## config.mk

```make
export PLATFORM = sky130hd
export DESIGN_NAME = proportional_text_cursor_renderer
export DESIGN_NICKNAME = d
export VERILOG_FILES = /design/src/hdl/ptcr_pkg.sv /design/src/hdl/ptcr_front.sv /design/src/hdl/ptcr_fifo.sv /design/src/hdl/ptcr_back.sv /design/src/hdl/proportional_text_cursor_renderer.sv
export SDC_FILE = /design/constraint.sdc
export NUM_CORES = 1
export LEC_CHECK = 0
export CORE_ASPECT_RATIO = 1.4
export CORE_MARGIN = 4
export CORE_UTILIZATION = 55
export CTS_CLUSTER_SIZE = 8
export DETAILED_ROUTE_END_ITERATION = 12
export DONT_BUFFER_PORTS = 1
export PLACE_DENSITY_LB_ADDON = 0.08
export SYNTH_ARGS = -nofsm -noshare
export SYNTH_HDL_FRONTEND = slang
export SYNTH_HIERARCHICAL = 1
export SYNTH_SLANG_ARGS = --single-unit
export TNS_END_PERCENT = 50
```

## constraint.sdc

```tcl
create_clock -name clk_i -period 8.15 [get_ports clk_i]
set_input_delay 1.63 -clock clk_i [delete_from_list [all_inputs] [get_ports clk_i]]
set_output_delay 1.63 -clock clk_i [all_outputs]
set_load 0.02 [all_outputs]
```

## src/hdl/ptcr_pkg.sv

```systemverilog
// Shared types, constants and helpers for the proportional text cursor renderer.
// Used by every module in the hdl folder; depends on nothing.
package ptcr_pkg;

  // Cursor coordinate width and fixed port widths.
  localparam int COORD_WIDTH  = 11;
  localparam int OUT_COORD_W  = 11;
  localparam int CHAR_W       = 8;
  localparam int GLYPH_W      = 64;
  localparam int MASK_W       = 8;
  localparam int COLOUR_W     = 16;
  localparam int LIMIT_W      = 10;

  // Glyph geometry.
  localparam int GLYPH_ROWS   = 8;
  localparam int ROW_IDX_W    = 3;
  localparam int ADV_W        = 4;

  // Request queue between the front and back parts.
  localparam int QUEUE_DEPTH  = 2;
  localparam int QPTR_W       = (QUEUE_DEPTH > 1) ? $clog2(QUEUE_DEPTH) : 1;
  localparam int QCNT_W       = $clog2(QUEUE_DEPTH + 1);

  // Configuration port.
  localparam int CFG_INDEX_W  = 2;
  localparam int CFG_DATA_W   = 16;
  localparam logic [CFG_INDEX_W-1:0] REG_MAX_COLUMN = 2'd0;
  localparam logic [CFG_INDEX_W-1:0] REG_MAX_ROW    = 2'd1;
  localparam logic [CFG_INDEX_W-1:0] REG_INK_COLOUR = 2'd2;

  // Register reset values.
  localparam logic [LIMIT_W-1:0]  MAX_COLUMN_RST = 10'd320;
  localparam logic [LIMIT_W-1:0]  MAX_ROW_RST    = 10'd240;
  localparam logic [COLOUR_W-1:0] INK_COLOUR_RST = 16'hFFFF;

  // Character and command codes.
  localparam logic [CHAR_W-1:0] CHAR_NEWLINE   = 8'd10;
  localparam logic              CMD_GLYPH_ROW  = 1'b0;
  localparam logic              CMD_SCROLL     = 1'b1;

  // Line pitch and the stand-in mask for a blank glyph.
  localparam logic [COORD_WIDTH-1:0] LINE_STEP  = COORD_WIDTH'(8);
  localparam logic [MASK_W-1:0]      BLANK_MASK = 8'h0F;

  // One classified character, handed from front to back.
  typedef struct packed {
    logic                   scroll;
    logic [COORD_WIDTH-1:0] col;
    logic [COORD_WIDTH-1:0] row;
    logic [GLYPH_W-1:0]     glyph;
    logic [COLOUR_W-1:0]    colour;
  } ptcr_entry_t;

  // Proportional advance: highest set column over all rows plus two.
  function automatic logic [ADV_W-1:0] glyph_advance(input logic [MASK_W-1:0] cum);
    logic [MASK_W-1:0] bits;
    logic [ADV_W-1:0]  high;
    bits = (cum == '0) ? BLANK_MASK : cum;
    high = '0;
    for (int b = 0; b < MASK_W; b++) begin
      if (bits[b]) high = ADV_W'(b);
    end
    return high + ADV_W'(2);
  endfunction

endpackage

```

## src/hdl/ptcr_front.sv

```systemverilog
// Front part: configuration registers, text cursor and per-character classification.
// Depends on ptcr_pkg; feeds ptcr_fifo.
module ptcr_front import ptcr_pkg::*; (
  input  logic                   clk_i,
  input  logic                   rst_ni,
  input  logic                   cfg_valid_i,
  output logic                   cfg_ready_o,
  input  logic [CFG_INDEX_W-1:0] cfg_index_i,
  input  logic [CFG_DATA_W-1:0]  cfg_data_i,
  input  logic                   in_valid_i,
  output logic                   in_ready_o,
  input  logic [CHAR_W-1:0]      char_code_i,
  input  logic [GLYPH_W-1:0]     glyph_bits_i,
  output logic                   push_valid_o,
  input  logic                   push_ready_i,
  output ptcr_entry_t            push_entry_o
);

  logic [LIMIT_W-1:0]     max_column_q, max_row_q;
  logic [COLOUR_W-1:0]    ink_colour_q;
  logic [COORD_WIDTH-1:0] col_q, col_d, row_q, row_d;
  logic                   accept;
  logic                   newline, wrap, scroll;
  logic [COORD_WIDTH-1:0] col_nl, col_draw, row_step, row_wrap, row_draw;
  logic [MASK_W-1:0]      cum;

  // Register writes are always taken.
  assign cfg_ready_o = 1'b1;

  always_ff @(posedge clk_i or negedge rst_ni) begin
    if (!rst_ni) begin
      max_column_q <= MAX_COLUMN_RST;
      max_row_q    <= MAX_ROW_RST;
      ink_colour_q <= INK_COLOUR_RST;
    end else if (cfg_valid_i) begin
      unique case (cfg_index_i)
        REG_MAX_COLUMN: max_column_q <= cfg_data_i[LIMIT_W-1:0];
        REG_MAX_ROW:    max_row_q    <= cfg_data_i[LIMIT_W-1:0];
        REG_INK_COLOUR: ink_colour_q <= cfg_data_i;
        default:        ;
      endcase
    end
  end

  // The queue sets the pace of the input side.
  assign push_valid_o = in_valid_i;
  assign in_ready_o   = push_ready_i;
  assign accept       = in_valid_i && push_ready_i;

  // Newline and wrap each move down one line; the two steps add up.
  always_comb begin
    newline  = (char_code_i == CHAR_NEWLINE);
    col_nl   = newline ? '0 : col_q;
    wrap     = (col_nl >= COORD_WIDTH'(max_column_q));
    row_step = {(COORD_WIDTH-4)'(0), {newline && wrap, newline != wrap}, 2'b00} << 1;
    row_wrap = row_q + row_step;
    scroll   = (row_wrap >= COORD_WIDTH'(max_row_q));
    row_draw = scroll ? (row_wrap - LINE_STEP) : row_wrap;
    col_draw = (wrap || scroll) ? '0 : col_nl;
  end

  // Union of all glyph rows sets the proportional advance.
  always_comb begin
    cum = '0;
    for (int r = 0; r < GLYPH_ROWS; r++) begin
      cum = cum | glyph_bits_i[r*MASK_W +: MASK_W];
    end
  end

  assign col_d = accept ? (col_draw + COORD_WIDTH'(glyph_advance(cum))) : col_q;
  assign row_d = accept ? row_draw : row_q;

  always_ff @(posedge clk_i or negedge rst_ni) begin
    if (!rst_ni) begin
      col_q <= '0;
      row_q <= '0;
    end else begin
      col_q <= col_d;
      row_q <= row_d;
    end
  end

  // Request handed to the back part.
  always_comb begin
    push_entry_o.scroll = scroll;
    push_entry_o.col    = col_draw;
    push_entry_o.row    = row_draw;
    push_entry_o.glyph  = glyph_bits_i;
    push_entry_o.colour = ink_colour_q;
  end

endmodule

```

## src/hdl/ptcr_fifo.sv

```systemverilog
// Short request queue between the front and back parts.
// Depends on ptcr_pkg for the entry type and depth.
module ptcr_fifo import ptcr_pkg::*; (
  input  logic        clk_i,
  input  logic        rst_ni,
  input  logic        push_valid_i,
  output logic        push_ready_o,
  input  ptcr_entry_t push_entry_i,
  output logic        pop_valid_o,
  input  logic        pop_ready_i,
  output ptcr_entry_t pop_entry_o
);

  ptcr_entry_t       mem_q [QUEUE_DEPTH];
  logic [QPTR_W-1:0] wr_ptr_q, wr_ptr_d, rd_ptr_q, rd_ptr_d;
  logic [QCNT_W-1:0] count_q, count_d;
  logic              push, pop;

  assign push_ready_o = (count_q != QCNT_W'(QUEUE_DEPTH));
  assign pop_valid_o  = (count_q != '0);
  assign push         = push_valid_i && push_ready_o;
  assign pop          = pop_valid_o && pop_ready_i;
  assign pop_entry_o  = mem_q[rd_ptr_q];

  // Pointer advance with wrap at the queue depth.
  always_comb begin
    wr_ptr_d = wr_ptr_q;
    rd_ptr_d = rd_ptr_q;
    if (push) begin
      wr_ptr_d = (wr_ptr_q == QPTR_W'(QUEUE_DEPTH - 1)) ? '0 : wr_ptr_q + QPTR_W'(1);
    end
    if (pop) begin
      rd_ptr_d = (rd_ptr_q == QPTR_W'(QUEUE_DEPTH - 1)) ? '0 : rd_ptr_q + QPTR_W'(1);
    end
    count_d = count_q + QCNT_W'(push) - QCNT_W'(pop);
  end

  always_ff @(posedge clk_i or negedge rst_ni) begin
    if (!rst_ni) begin
      wr_ptr_q <= '0;
      rd_ptr_q <= '0;
      count_q  <= '0;
    end else begin
      wr_ptr_q <= wr_ptr_d;
      rd_ptr_q <= rd_ptr_d;
      count_q  <= count_d;
    end
  end

  // Entry storage; payload needs no reset.
  always_ff @(posedge clk_i) begin
    if (push) mem_q[wr_ptr_q] <= push_entry_i;
  end

endmodule

```

## src/hdl/ptcr_back.sv

```systemverilog
// Back part: walks one queued character into its scroll and glyph-row results.
// Depends on ptcr_pkg; drains ptcr_fifo and drives the result port register.
module ptcr_back import ptcr_pkg::*; (
  input  logic                   clk_i,
  input  logic                   rst_ni,
  input  logic                   pop_valid_i,
  output logic                   pop_ready_o,
  input  ptcr_entry_t            pop_entry_i,
  output logic                   out_valid_o,
  input  logic                   out_ready_i,
  output logic                   command_kind_o,
  output logic [OUT_COORD_W-1:0] pixel_x_o,
  output logic [OUT_COORD_W-1:0] pixel_y_o,
  output logic [MASK_W-1:0]      pixel_mask_o,
  output logic [COLOUR_W-1:0]    paint_colour_o,
  output logic                   last_of_char_o
);

  localparam logic [ROW_IDX_W-1:0] LAST_ROW = ROW_IDX_W'(GLYPH_ROWS - 1);

  logic [ROW_IDX_W-1:0] row_idx_q, row_idx_d;
  logic                 scroll_done_q, scroll_done_d;
  logic                 out_valid_q, out_valid_d;
  logic                 show_scroll, out_load;
  logic                 kind_q, last_q;
  logic [COORD_WIDTH-1:0] x_q, y_q;
  logic [MASK_W-1:0]    mask_q;
  logic [COLOUR_W-1:0]  colour_q;

  // The scroll request, if any, goes out before the first glyph row.
  assign show_scroll = pop_entry_i.scroll && !scroll_done_q;
  assign out_load    = pop_valid_i && (!out_valid_q || out_ready_i);
  assign pop_ready_o = out_load && !show_scroll && (row_idx_q == LAST_ROW);

  // Step through the character's results.
  always_comb begin
    row_idx_d     = row_idx_q;
    scroll_done_d = scroll_done_q;
    if (out_load) begin
      if (show_scroll) begin
        scroll_done_d = 1'b1;
      end else if (row_idx_q == LAST_ROW) begin
        row_idx_d     = '0;
        scroll_done_d = 1'b0;
      end else begin
        row_idx_d = row_idx_q + ROW_IDX_W'(1);
      end
    end
    if (out_load) out_valid_d = 1'b1;
    else if (out_ready_i) out_valid_d = 1'b0;
    else out_valid_d = out_valid_q;
  end

  always_ff @(posedge clk_i or negedge rst_ni) begin
    if (!rst_ni) begin
      row_idx_q     <= '0;
      scroll_done_q <= 1'b0;
      out_valid_q   <= 1'b0;
    end else begin
      row_idx_q     <= row_idx_d;
      scroll_done_q <= scroll_done_d;
      out_valid_q   <= out_valid_d;
    end
  end

  // Result register, loaded when empty or being taken.
  always_ff @(posedge clk_i) begin
    if (out_load) begin
      if (show_scroll) begin
        kind_q   <= CMD_SCROLL;
        x_q      <= '0;
        y_q      <= pop_entry_i.row;
        mask_q   <= '0;
        colour_q <= '0;
        last_q   <= 1'b0;
      end else begin
        kind_q   <= CMD_GLYPH_ROW;
        x_q      <= pop_entry_i.col;
        y_q      <= pop_entry_i.row + COORD_WIDTH'(row_idx_q);
        mask_q   <= pop_entry_i.glyph[{row_idx_q, 3'b000} +: MASK_W];
        colour_q <= pop_entry_i.colour;
        last_q   <= (row_idx_q == LAST_ROW);
      end
    end
  end

  assign out_valid_o    = out_valid_q;
  assign command_kind_o = kind_q;
  assign pixel_x_o      = OUT_COORD_W'(x_q);
  assign pixel_y_o      = OUT_COORD_W'(y_q);
  assign pixel_mask_o   = mask_q;
  assign paint_colour_o = colour_q;
  assign last_of_char_o = last_q;

endmodule

```

## src/hdl/proportional_text_cursor_renderer.sv

```systemverilog
// Top level of the proportional text cursor renderer.
// Depends on ptcr_pkg, ptcr_front, ptcr_fifo and ptcr_back.
//
//   Channel  | Handshake                | Payload
//   ---------+--------------------------+-----------------------------------------
//   cfg      | cfg_valid_i / cfg_ready_o | cfg_index_i, cfg_data_i
//   in       | in_valid_i / in_ready_o   | char_code_i, glyph_bits_i
//   out      | out_valid_o / out_ready_i | command_kind_o .. last_of_char_o
//
// Each character yields 8 results, or 9 when it scrolls the screen; the result
// register sends one per cycle while the result port is not stalled.
// The front classifies a character in the cycle it is accepted; a two-entry
// queue lets it take new characters while the back is still emitting rows.
// Reset restores the register defaults and a zero cursor; no clearing pass.
// A stalled result port holds the result register and backs up into the queue.
module proportional_text_cursor_renderer import ptcr_pkg::*; (
  input  logic                   clk_i,
  input  logic                   rst_ni,
  input  logic                   cfg_valid_i,
  output logic                   cfg_ready_o,
  input  logic [CFG_INDEX_W-1:0] cfg_index_i,
  input  logic [CFG_DATA_W-1:0]  cfg_data_i,
  input  logic                   in_valid_i,
  output logic                   in_ready_o,
  input  logic [CHAR_W-1:0]      char_code_i,
  input  logic [GLYPH_W-1:0]     glyph_bits_i,
  output logic                   out_valid_o,
  input  logic                   out_ready_i,
  output logic                   command_kind_o,
  output logic [OUT_COORD_W-1:0] pixel_x_o,
  output logic [OUT_COORD_W-1:0] pixel_y_o,
  output logic [MASK_W-1:0]      pixel_mask_o,
  output logic [COLOUR_W-1:0]    paint_colour_o,
  output logic                   last_of_char_o
);

  logic        push_valid, push_ready, pop_valid, pop_ready;
  ptcr_entry_t push_entry, pop_entry;

  // Cursor and classification.
  ptcr_front u_front (
    .clk_i        (clk_i),
    .rst_ni       (rst_ni),
    .cfg_valid_i  (cfg_valid_i),
    .cfg_ready_o  (cfg_ready_o),
    .cfg_index_i  (cfg_index_i),
    .cfg_data_i   (cfg_data_i),
    .in_valid_i   (in_valid_i),
    .in_ready_o   (in_ready_o),
    .char_code_i  (char_code_i),
    .glyph_bits_i (glyph_bits_i),
    .push_valid_o (push_valid),
    .push_ready_i (push_ready),
    .push_entry_o (push_entry)
  );

  // Request queue.
  ptcr_fifo u_fifo (
    .clk_i        (clk_i),
    .rst_ni       (rst_ni),
    .push_valid_i (push_valid),
    .push_ready_o (push_ready),
    .push_entry_i (push_entry),
    .pop_valid_o  (pop_valid),
    .pop_ready_i  (pop_ready),
    .pop_entry_o  (pop_entry)
  );

  // Result sequencing.
  ptcr_back u_back (
    .clk_i          (clk_i),
    .rst_ni         (rst_ni),
    .pop_valid_i    (pop_valid),
    .pop_ready_o    (pop_ready),
    .pop_entry_i    (pop_entry),
    .out_valid_o    (out_valid_o),
    .out_ready_i    (out_ready_i),
    .command_kind_o (command_kind_o),
    .pixel_x_o      (pixel_x_o),
    .pixel_y_o      (pixel_y_o),
    .pixel_mask_o   (pixel_mask_o),
    .paint_colour_o (paint_colour_o),
    .last_of_char_o (last_of_char_o)
  );

endmodule

```

==> Word level (Yosys, flattened, before mapping) <==
Memory sizes are Yosys's and may differ from the RTL's.
Cells that the tools add are included.
W data, S select, Z words.
{ "word_totals": {"reg_bits": 115, "ram_bits": 206, "in_bits": 95, "output_inout_bits": 51, "wordCells": 89, "memories": 1} }
{ "memory_table": {"columns": ["name", "words", "word_bits", "read_ports", "rd_clocked_by_memory_dff", "write_ports", "line_no", "source"], "rows": [
  ["u_fifo.mem_q", 2, 103, 1, 0, 1, "ptcr_fifo.sv:14", "ptcr_entry_t mem_q [QUEUE_DEPTH];"]
]} }
{ "classes": {"addsub": 10, "n_lt_le_gt_ge": 2, "n_eq_ne": 6, "n_shift": 1, "mux": 22, "bitwise_logic": 8, "n_reduce_logical": 22} }
{ "op_table": {"columns": ["operator", "count"], "rows": [
  ["$shiftx A64 B7 Y8", 1],
  ["$or A8 B8 Y8", 7],
  ["$mux W11", 4],
  ["$ge A11 B10 Y1", 2],
  ["$mux W3", 5],
  ["$add A11 B3 Y11", 1],
  ["$add A11 B4 Y11", 1],
  ["$add A11 B5 Y11", 1],
  ["$sub A11 B4 Y11 const B", 1],
  ["$mux W1", 10],
  ["$reduce_and A2 Y1", 5],
  ["$eq A8 B4 Y1 const B", 1],
  ["$logic_not A8 Y1", 1],
  ["$mux W8", 1],
  ["$logic_and A1 B1 Y1", 7],
  ["$reduce_bool A2 Y1", 3],
  ["$add A3 B2 Y4 const B", 1],
  ["$mux W2", 2],
  ["$add A3 B1 Y3 const B", 1],
  ["$eq A3 B3 Y1 const B", 1],
  ["$logic_not A1 Y1", 3],
  ["$add A1 B1 Y1 const B", 2],
  ["$add A2 B1 Y2", 1],
  ["$eq A2 B1 Y1 const B", 1],
  ["7 further kinds", 8]
]} }

==> Logic depth before layout (Yosys ltp) <==
{ "logic_depth": {"word_depth": 18, "depth_mapped": 33, "depth_no_buf": 32} }

==> Modules after synthesis <==
Netlist, hierarchy kept.
{ "by_module_without_submodules": {"columns": ["module", "instances", "cells_per_inst", "area_each_um2", "seq_area_each_um2"], "rows": [
  ["ptcr_fifo", 1, 343, 7903.8, 6286.0],
  ["ptcr_front", 1, 426, 4093.9, 1403.8],
  ["ptcr_back", 1, 218, 2807.7, 1566.5]
]} }

==> Least setup slack after synthesis <==
No wires, ideal clock.
{ "synth_timing": {"path_kind": "input to register", "from": "in char_code_i[7]", "to": "reg u_front.col_q[10]", "arrival_ns": 7.869, "path_slack_ns": 0.213, "stages": 32, "path_buffers": 2, "cell_sequence": "nor4b_1 > nand2_1 > buf_1 > and2_1 > ha_1 > a21oi_1 > o211ai_1 > a31oi_1 > o21bai_1 > a21o_1 > ha_1 > ha_1 > fa_1 > xnor2_1 > inv_1 > ha_1 > a211oi_1 > nand2_1 > o311ai_4 > nand4b_4 > nor2_4 > buf_4 > and2_1 > ha_1 > inv_1 > fa_1 > nor2b_1 > o21ai_0 > a21oi_1 > and3_1 > and3_1 > a32o_1"} }
{ "synth_rtl": {"columns": ["element", "line_no", "source"], "rows": [
  ["from (decl)", "proportional_text_cursor_renderer.sv:25", "input logic [CHAR_W-1:0] char_code_i,"],
  ["to (signal assigned)", "ptcr_front.sv:78", "col_q <= col_d;"],
  ["to (decl)", "ptcr_front.sv:21", "logic [COORD_WIDTH-1:0] col_q, col_d, row_q, row_d;"]
]} }

==> results.txt <==
* Final Instance Area: 15900 sq um
* Post-synthesis cell type with the largest combined area: edfxtp_1
- Horizontal die dimension: 147 microns
* Net total in the final layout: 1072
- For this run, the register share of the synthesized area comes to 62.5%.
* TritonCTS clock tree: done
* Number of global-route vias before repair: 7988
- Drt first pass iters: 4
- Last weighted congestion value of the routability-driven placer: 0.867
- Number of port buffers: 0
* FF+latch count, synth: 318
- The count of nets left with antenna violations once routing finished came out at 0.
* Worst path slowest cell: nor4_1
* DRC viols: 0
* Average vias per placed instance: 5.68
- Cell Count Post-Placement: 1256
- Bufs and invs on worst path: 2
* Maximum number of pins on one net before global-route repair: 65
- Crit path capture type: register
- The startpoint identified for the worst hold timing path is u_back/scroll_done_q.
* Family with the most delay on the worst path: simple AND/OR/NAND/NOR gates
* Cells after synthesis: 987
- Max-cap check violation count: 0
* Count of placed standard cells in the final layout, fillers left out: 1328
* Dominant register cell in the synthesized netlist: edfxtp_1
- Relative max-transition margin: 24.1%
* Clk_skew: 0.0158 ns
- Clock tree root driver cell: clkbuf_16
- Pwr dens: 405 nW/um^2
- Warning count from the yosys run: 6
- In this run, the clock network consumes 25.9% of the power.
- Summing all placed instances gives a cell area of 14600 sq um.
- The final layout contains routed wiring with a total length of 30300 microns.
- Share of synthesized registers carrying an async set or reset: 20.1%
- Global routing used 20.4% of the available tracks.
- The detailed router finished its first iteration with 351 violations.
- A synthesized cell averages 15.0 sq um.
- Share of total power in combinational logic: 29.3%
- CTS saw 318 sinks.
- Number of clock buffers inserted by TritonCTS: 45
- Final Setup Violations: 0
- Wire length of the first global-routing pass: 46500 microns
* Row count: 70
- The tightest min-delay check is of the register to register type.
- Among the stages of the critical path, the cell type that occurs most often is ha_1.
* Switching component of the power: 2080 uW
- For the final routed database, the setup TNS stands at 0 ns.
* Total vias in the final route: 7541
* Startpoint type of the worst setup path: input pin
- Mapped Area: 14800 sq um
* Proportion of netlist area held by the largest area contributor: 51.5%
- Insertion delay of the later-clocked pin in the worst-skew pair: 0.53 ns
* Depth of the CTS H-tree: 2
- The synthesized design contains 254 enable-type register cells.
- Worst Path Required: 8.57 ns
* Largest stage delay on the critical path: 0.55 ns
- After legalization and detailed placement, the total HPWL measured 20400 microns.
* RSZ-0062 raised after global routing: false
- Critical path data arrival time: 7.90 ns
- In this run the critical register-to-register path is launched from u_front/col_q[5].
* Die area: 29600 sq um
- Cells taking the most area after synthesis: edfxtp_1 52%, dfrtp_1 7.1%, mux2_2 6.1%
- The routed design could run at a clock period as short as 7.48 ns.
- Slew at the pin closest to its max-slew limit: 1.14 ns
- The die is 202 microns tall.
- The hold violation count in the final report is 0.
* Total internal power: 4340 uW
- Clock input transition at the sequential cells of the worst setup and hold paths: 0.05 ns
- Per report_power, the sequential group accounts for 44.7% of the total.
* Deepest clock path buffer count: 3
- Number of pins with negative max-slew slack in the final report: 0
- The final critical path takes up 91.8% of the cycle.
* Post-synthesis cell type count: 69
- Area Growth Syn to Fin: 7.14%
- The most critical setup path has its startpoint at char_code_i[7].
- VDD sags by at most 0.000226 V.
- Number of antenna diodes: 0
- Layout cell share with drive strength beyond 1: 25.9%
- The floorplan step defined a core boundary enclosing 26400 sq um.
* Leakage component of the power: 0.00592 uW
* Detail-routed net length per standard cell: 22.8 microns
* Peak fanout along the critical path: 13
- The run finished with clean final reports.
* Total congestion overflow: 0
- Static timing analysis puts the maximum clock frequency at 0.134 GHz.
- Initial antenna violation count: 0
- Counting the fill cells in the layout gives 1997.
- Initial core utilization: 56.2%
- Net switching is 32.5% of the power.
- Setup fix buffers added after clock tree synthesis: 0
- Pin placement for this block handled 146 I/O pins.
* Type of the setup path with the least slack: input pin to register
* Worst-case hold slack: 0.500 ns
==> routing by layer <==
metal | global-route usage [%] | routed length, microns | up-vias
met5 | 0 | 0 | -
met4 | 6.15 | 757 | 0
met3 | 5.11 | 1760 | 47
met2 | 38.1 | 16800 | 197
met1 | 22.8 | 11000 | 3817
li1 | - | - | 3480
==> logic make-up after synthesis <==
logic type      Yosys count  synth area share, %
flops                   318                 62.5
simple gates            207                 7.94
mux                     165                 13.9
buf+inv                 140                 6.21
compound gates           98                 5.03
fa+ha+maj                34                 3.03
xor+xnor                 23                 1.36
other cells               2               0.0507
==> cell usage in the layout (no fill, tap or decap), types with 9 or more instances in the layout <==
cell	instances
buf_4	12
mux2i_1	25
nand3_1	9
inv_1	34
o21ai_0	20
mux2_2	80
nor2b_1	17
dfrtp_1	40
and2_1	49
clkbuf_1	24
nor4_1	19
nor2_1	14
a21oi_1	24
nand2_1	45
ha_1	31
and3_1	12
edfxtp_1	254
clkbuf_16	46
xnor2_1	12
xor2_1	11
mux2_4	60
dfstp_2	22
==> state kept, by name, summed over array words and instances (netlist names), 2 cells and up <==
| signal | cells |
|---|---|
| u_front/col_q | 11 |
| u_back/pixel_y_o | 11 |
| u_fifo/mem_q | 206 |
| u_front/ink_colour_q | 16 |
| u_back/pixel_x_o | 11 |
| u_fifo/count_q | 2 |
| u_back/paint_colour_o | 16 |
| u_front/max_row_q | 10 |
| u_back/pixel_mask_o | 8 |
| u_front/max_column_q | 10 |
| u_back/row_idx_q | 3 |
| u_front/row_q | 8 |
==> Yosys cell counts, types with 22 or more instances <==
master and instances:
dfrtp_1 42, mux2i_1 25, mux2_4 60, edfxtp_1 254, inv_1 34, mux2_2 80, nand2_1 46, a21oi_1 24
buf_4 74, dfstp_2 22, ha_1 31, and2_1 50
==> per-stage QoR <==
step / util, % / setup slack (ns) / power, uW
final: 60.2 / 0.667 / 6420
after detailed placement: 55.3 / 0.0300 / 4810
after global placement: 55.3 / 0.187 / 4740
after floorplan: - / 0.213 / 4380
after global routing: 60.2 / 0.0859 / 6770
after CTS: 60.2 / 0.563 / 6510
==> power groups by stage <==
stage          clock network, uW  registers, uW  logic [uW]
2_1_floorplan                  0           2780        1600
3_5_place_dp                   0           2910        1900
5_1_grt                     1780           2920        2060
3_3_place_gp                   0           2890        1850
4_1_cts                     1710           2890        1910
6_report                    1670           2870        1880
==> final cells by class <==
type / instances / area (sq um) / share of cell area (%)
flip-flops and latches: 318 / 9260 / 58.4
multi-input cells: 532 / 4660 / 29.4
clock buffers: 71 / 1250 / 7.91
well taps: 360 / 450 / 2.84
inverters: 34 / 128 / 0.805
repair buffers: 12 / 90.1 / 0.568
clock inverters: 1 / 16.3 / 0.103
==> repair_timing <==
item                                   4_1_cts  5_1_grt
endpoints found under the hold margin        0        0
hold buffers                                 0        0
setup endpoints to repair                    0        1
gates resized for setup                      0        1
==> path summary, 6_finish.rpt <==
kind | endpoint | slack [ns] | cells past startpoint
max | u_front/col_q[10] | 0.67 | 30
min | u_back/scroll_done_q | 0.50 | 1
max reg2reg | u_front/col_q[10] | 2.00 | 28
min reg2reg | u_back/scroll_done_q | 0.50 | 1
max in group asynchronous | u_front/ink_colour_q[13] | 7.14 | 0
min in group asynchronous | u_front/max_column_q[0] | 0.80 | 0
(Power assumes the default switching activity.)
